$ cat src/sv/bb3_pkg.sv
// Package for the 3x3 RGBA box blur: payload types, divider constants and control codes.
// Used by the mean unit, the top level and the testbench; depends on nothing.
`default_nettype none
package bb3_pkg;

    localparam int LANES       = 4;
    localparam int LANE_W      = 8;
    localparam int PIX_W       = 32;
    localparam int SUM_W       = 12;
    localparam int TAG_W       = 12;
    localparam int SIDE_W      = 13;
    localparam int GRID_N      = 9;
    localparam int WIN_N       = 6;
    localparam int DEF_SIDE    = 1024;

    localparam int RECIP_W     = 15;
    localparam int RECIP_SHIFT = 16;
    localparam logic [RECIP_W-1:0] RECIP_4 = 15'd16384;
    localparam logic [RECIP_W-1:0] RECIP_6 = 15'd10923;
    localparam logic [RECIP_W-1:0] RECIP_9 = 15'd7282;

    localparam int N_TASKS      = 4;
    localparam int TASK_UP_LEFT = 0;
    localparam int TASK_UP      = 1;
    localparam int TASK_LEFT    = 2;
    localparam int TASK_HERE    = 3;

    typedef logic [PIX_W-1:0]  pixel_t;
    typedef logic [SIDE_W-1:0] side_t;

    typedef struct packed {
        pixel_t pixel_in;
    } pix_item_t;

    typedef struct packed {
        logic [TAG_W-1:0] out_row;
        logic [TAG_W-1:0] out_col;
        pixel_t           pixel_out;
        logic             frame_done;
    } res_item_t;

    typedef logic [GRID_N-1:0][PIX_W-1:0] grid_t;
    typedef logic [LANES-1:0][SUM_W-1:0]  lane_sum_t;

    typedef enum logic [1:0] {
        DIV_BY_4,
        DIV_BY_6,
        DIV_BY_9
    } div_t;

    typedef struct packed {
        logic             start;
        logic             use_top;
        logic             use_left;
        logic [TAG_W-1:0] row;
        logic [TAG_W-1:0] col;
        logic             last;
    } mean_req_t;

    typedef enum logic [2:0] {
        ST_IDLE,
        ST_READ,
        ST_ISSUE,
        ST_WAIT,
        ST_OUT
    } state_t;

    function automatic logic [RECIP_W-1:0] recip_of(input div_t code);
        logic [RECIP_W-1:0] r;
        unique case (code)
            DIV_BY_4: r = RECIP_4;
            DIV_BY_6: r = RECIP_6;
            DIV_BY_9: r = RECIP_9;
            default:  r = RECIP_4;
        endcase
        return r;
    endfunction

endpackage
`default_nettype wire

$ cat src/sv/bb3_mean_unit.sv
// Two-stage mean unit: masked lane sums of the 3x3 grid, then reciprocal divide by 4, 6 or 9.
// Depends on bb3_pkg for the request, grid and result types.
`default_nettype none
module bb3_mean_unit (
    input  wire logic              clk,
    input  wire logic              rst_n,
    input  wire bb3_pkg::mean_req_t req,
    input  wire bb3_pkg::grid_t     grid,
    output bb3_pkg::res_item_t      res,
    output logic                    res_valid
);

    localparam int PROD_W = bb3_pkg::SUM_W + bb3_pkg::RECIP_W;

    bb3_pkg::lane_sum_t sum_next;
    bb3_pkg::lane_sum_t sum_reg;
    bb3_pkg::div_t      div_next;
    bb3_pkg::div_t      div_reg;
    logic [bb3_pkg::TAG_W-1:0] row_reg;
    logic [bb3_pkg::TAG_W-1:0] col_reg;
    logic               last_reg;
    logic               s1_valid_reg;
    logic               res_valid_reg;
    bb3_pkg::pixel_t    pix_next;
    bb3_pkg::res_item_t res_reg;
    logic [PROD_W-1:0]  prod [bb3_pkg::LANES];

    always_comb
    begin
        logic use_slot;
        int   s;
        sum_next = '0;
        for (int xs = 0; xs < 3; xs++)
        begin
            for (int ys = 0; ys < 3; ys++)
            begin
                s = xs * 3 + ys;
                use_slot = (xs != 0 || req.use_left) && (ys != 0 || req.use_top);
                for (int k = 0; k < bb3_pkg::LANES; k++)
                begin
                    sum_next[k] = sum_next[k] + (use_slot ?
                        bb3_pkg::SUM_W'(grid[s][k*bb3_pkg::LANE_W +: bb3_pkg::LANE_W]) :
                        bb3_pkg::SUM_W'(0));
                end
            end
        end
        case ({req.use_top, req.use_left})
            2'b11:   div_next = bb3_pkg::DIV_BY_9;
            2'b00:   div_next = bb3_pkg::DIV_BY_4;
            default: div_next = bb3_pkg::DIV_BY_6;
        endcase
    end

    always_comb
    begin
        logic [bb3_pkg::RECIP_W-1:0] recip;
        recip = bb3_pkg::recip_of(div_reg);
        for (int k = 0; k < bb3_pkg::LANES; k++)
        begin
            prod[k] = PROD_W'(sum_reg[k]) * PROD_W'(recip);
            pix_next[k*bb3_pkg::LANE_W +: bb3_pkg::LANE_W] =
                prod[k][bb3_pkg::RECIP_SHIFT +: bb3_pkg::LANE_W];
        end
    end

    always_ff @(posedge clk or negedge rst_n)
    begin
        if (!rst_n)
        begin
            s1_valid_reg  <= 1'b0;
            res_valid_reg <= 1'b0;
        end
        else
        begin
            s1_valid_reg  <= req.start;
            res_valid_reg <= s1_valid_reg;
        end
    end

    always_ff @(posedge clk)
    begin
        if (req.start)
        begin
            sum_reg  <= sum_next;
            div_reg  <= div_next;
            row_reg  <= req.row;
            col_reg  <= req.col;
            last_reg <= req.last;
        end
        if (s1_valid_reg)
        begin
            res_reg.out_row    <= row_reg;
            res_reg.out_col    <= col_reg;
            res_reg.pixel_out  <= pix_next;
            res_reg.frame_done <= last_reg;
        end
    end

    assign res       = res_reg;
    assign res_valid = res_valid_reg;

endmodule
`default_nettype wire

$ cat config.mk
export PLATFORM = sky130hd
export DESIGN_NAME = bb3_mean_unit
export DESIGN_NICKNAME = d
export VERILOG_FILES = /design/src/sv/bb3_pkg.sv /design/src/sv/bb3_mean_unit.sv
export SDC_FILE = /design/constraint.sdc
export NUM_CORES = 2
export LEC_CHECK = 0
export ABC_AREA = 1
export BUFFER_PORTS_ARGS = -buffer_cell sky130_fd_sc_hd__buf_4
export CORE_MARGIN = 2
export CORE_UTILIZATION = 61
export DETAILED_ROUTE_END_ITERATION = 12
export PLACE_DENSITY = 0.88
export SLEW_MARGIN = 20
export SYNTH_ARGS = -nofsm -noshare
export SYNTH_HDL_FRONTEND = slang
export SYNTH_SLANG_ARGS = --single-unit
$ cat constraint.sdc
create_clock -name clk -period 6.7 [get_ports clk]
set_input_delay 0.67 -clock clk [delete_from_list [all_inputs] [get_ports clk]]
set_output_delay 0.67 -clock clk [all_outputs]
set_load 0.005 [all_outputs]
Word-level counts from Yosys, hierarchy flattened
Index checks and enable logic that the tools add are counted.

Add/sub/neg operators: 32. $mul: 4. Equal/unequal tests: 3. Multiplexer cells: 22. Reductions and logical operators: 2.

Operator list (number): $add A12 B8 Y12 (16); $mux W8 (20); $mul A12 B15 Y24 (4); $add A11 B8 Y12 (4); $add A10 B8 Y11 (4); $add A9 B8 Y10 (4); $add A8 B8 Y9 (4); $pmux W15 S2 (1); $eq A2 B2 Y1 const B (2); $pmux W2 S2 (1); $eq A2 B1 Y1 const B (1); $logic_not A2 Y1 (1); $logic_and A1 B1 Y1 (1).

Bits in registers: 134. Bits of input ports: 318. Output and inout bits: 58. Logic and storage cells: 77.

Longest topological paths before layout
Word-level depth: 10. Mapped depth: 29. Gate-level depth less buffers: 27.

Least setup slack after synthesis
OpenSTA, ideal clock, no wires.

Path kind: flip-flop to flip-flop. From: register div_reg[1]. To: register res_reg (netlist bit res[15]), data pin. Setup time: 0.253 ns. Arrival: 5.133 ns. Data required time: 6.447 ns. Setup slack: 1.314 ns. Stages on the path, launching flop included: 23. Buffers on the path: 3. Period minus slack after synthesis: 5.386 ns. Cell sequence: edfxtp_1 > ha_1 > buf_6 > clkbuf_1 > buf_1 > nor2_1 > fa_1 > inv_1 > fa_1 > fa_1 > inv_1 > fa_1 > inv_1 > fa_1 > inv_1 > ha_1 > a21oi_1 > a21boi_0 > nor2_1 > o21ai_0 > nand3_1 > nand2_1 > nand2_1.

Word-level cells in the longest chain between the ends: 3. Elaborated cells on any way between the ends: 4. Classes of those cells: mul: 1; eq/ne: 2; mux: 1.

RTL lines: start, declared (RTL line bb3_mean_unit.sv:18) `bb3_pkg::div_t div_reg;`; start signal, assigned (RTL line bb3_mean_unit.sv:85) `div_reg <= div_next;`; $eq A2 B2 Y1 / $eq A2 B1 Y1 (equally long branches) (RTL line bb3_pkg.sv:70) `unique case (code)`; $pmux W15 S2 (*) (RTL line bb3_pkg.sv:70); $mul A12 B15 Y24 (*) (RTL line bb3_mean_unit.sv:60) `prod[k] = PROD_W'(sum_reg[k]) * PROD_W'(recip);`; via pix_next[14] (RTL line bb3_mean_unit.sv:24) `bb3_pkg::pixel_t pix_next;`; end, declared (RTL line bb3_mean_unit.sv:25) `bb3_pkg::res_item_t res_reg;`.

Mark *: on every way through the listed nets, which the timed path passes. The rest lies on a longest branch. A chain may end at the register's enable or synchronous reset.

Worst setup path in the final report
From: register div_reg[0]. To: register res_reg (netlist bit res[16]), data pin.

The elaborated chain is that of the path after synthesis.

==> run metrics <==
Routed Antenna Nets 0; Final period util 0.864; crit path capture type flop; FF-to-FF path depth 26; minimum clock period between 5 and 6 ns; clk slew on worst S/H paths approximately 0.07 ns; CP Max Fanout 29; antenna violations before repair 0; routed wire length per instance between 15 and 20 um; Worst EP required a little under 7 ns; crit path max-delay cell type fa_1; status finished clean; drt total wl between 70 and 80 mm; Seq/Total Area, Yosys 0.137; total grt overflow 0; Startpoint Class flop; vias in the first global route ~24,000; Post-Synthesis Cells around 3,400; Worst Hold Path Cells 1; hold crit path type in -> reg; ys flop type edfxtp_1; Post-Synth Simple-Gate Area 0.126; Buf+Inv Stages, Crit Path 7; Initial Util 0.616; Iter 0 DRT Violations roughly 1,500; max reg flops 57; IO Port Bufs between 300 and 400; mux contribution to synthesized area 0; largest net degree at the start of global routing 77; Clock Sinks between 100 and 150; Synth Area in Compound Gates 0.0426; setup violators final 0; GRT Overall Usage 0.325; FF-to-FF setup slack between 0.9 and 1 ns; Max Cap Viol 0; Clock Latency Late Sink around 0.47 ns; Nets slightly below 5,000; critical path's top delay family adder cells; Avg Cell Area, Syn ~8.6 sq um; Area Overhead vs Synth 14.1%; top cell type's share of synthesized area 0.371; final hold violations 0; EDFF count, synth 132; DR pass1 iterations 5; share of post-route cells with drive strength above 1 0.121; clock tree from TritonCTS done; die width between 200 and 250 um; residual DRC count 0; Setup CP Type reg -> reg; Final Max Slew Viols 0; Post-Synth XOR/XNOR Area 0.0298; Post-synth ARST share 0.0149; core area 47,600 sq um; via count about 23,000; detailed placement HPWL around 68 mm; Worst Tran Pin Value between 0.8 and 0.9 ns; Seq cells post-synth between 100 and 150; WHS between 0.3 and 0.4 ns; TritonCTS Buffers 17; Max Root-Sink Buffers 2; top cells by area, synth fa_1, ha_1, inv_1; Mapped Nets between 4,000 and 5,000; root buffer cell clkbuf_16; Die Ht approximately 220 um; Vias per Instance about 5.1; first-pass GRT wire length between 100 and 150 mm; Ports about 380; Area after DPL around 33,000 sq um; Layout Skew approximately 0.011 ns; RSZ-0062 raised after global routing false; total die area about 50,000 sq um; fmax about 170 MHz; Adder-Cell Fraction of Synth Area 0.515; crit-path max cell delay 0.57 ns; final instance area roughly 33,000 sq um; setup TNS 0 ns; Final GP Congestion a little over 1; Netlist cell types between 40 and 50; Fill cells about 3,800; most common cell after layout, fill and taps aside inv_1; Yosys top cell by area fa_1; arrival time worst endpoint 6.02 ns; Max transition margin 0.456; CP Depth 26; htree depth 4; Rows 80; Yosys warnings 0; Syn Std Cell Area 29,300 sq um; n_diodes 0; Post-CTS Resized 0; most frequent cells in the layout inv_1, nand2_1, fa_1, buf_4, ha_1; largest family of logic cells by synthesized area adder cells
synthesized netlist by cell type (17+ instances only):
master,n
o21ai_0,45
xnor2_1,27
nor2_1,147
nand2_1,632
ha_1,337
clkbuf_1,20
nand4_1,23
o21bai_1,17
xor2_1,69
a21o_1,20
edfxtp_1,132
nand3_1,63
a21oi_1,100
inv_1,1120
fa_1,544
kinds of logic after synthesis:
logic type | after synthesis
buffers and inverters | 1163
AND/OR/NAND/NOR | 910
adder cells (fa/ha/maj) | 881
AO/OA/AOI/OAI | 215
flip-flops | 134
XOR/XNOR | 98
per-stage QoR:
stage          instances  worst slack [ns]  utilization
2_1_floorplan       3401              1.31            -
3_3_place_gp        4365              1.03        0.690
3_5_place_dp        4365             0.815        0.690
4_1_cts             4398             0.905        0.702
5_1_grt             4399             0.495        0.703
6_report            4399             0.912        0.703
final cells by class:
class	count	area [sq um]	share of cell area
multi-input cells	2104	20900	0.625
inverters	1124	4220	0.126
flip-flops and latches	134	4020	0.120
repair buffers	390	2960	0.0885
well taps	615	769	0.0230
clock buffers	17	425	0.0127
clock inverters	15	175	0.00523
timing repair:
action / 4_1_cts / 5_1_grt
setup endpoints to repair: 0 / 0
hold buffers: 1 / 0
setup buffers: 0 / 0
hold endpoints to repair: 2 / 0
path summary, 6_finish.rpt:
kind                       startpoint           end
max in group asynchronous       rst_n  s1_valid_reg
min in group asynchronous       rst_n  s1_valid_reg
setup reg to reg           div_reg[0]       res[16]
hold reg to reg            col_reg[8]       res[41]
hold / removal                 req[7]    col_reg[6]
setup / recovery           div_reg[0]       res[16]
per-layer routing:
metal  global-route usage  vias to the layer above  part of all wire
li1                     -                    10669                 -
met1                0.398                    10887              0.39
met2                0.572                      844              0.50
met3               0.0487                      182             0.064
met4                0.148                        0             0.047
met5                    0                        -                 0
Power is not shown: default switching activity piles up to over one toggle a cycle in this logic, so the estimate is an artifact.
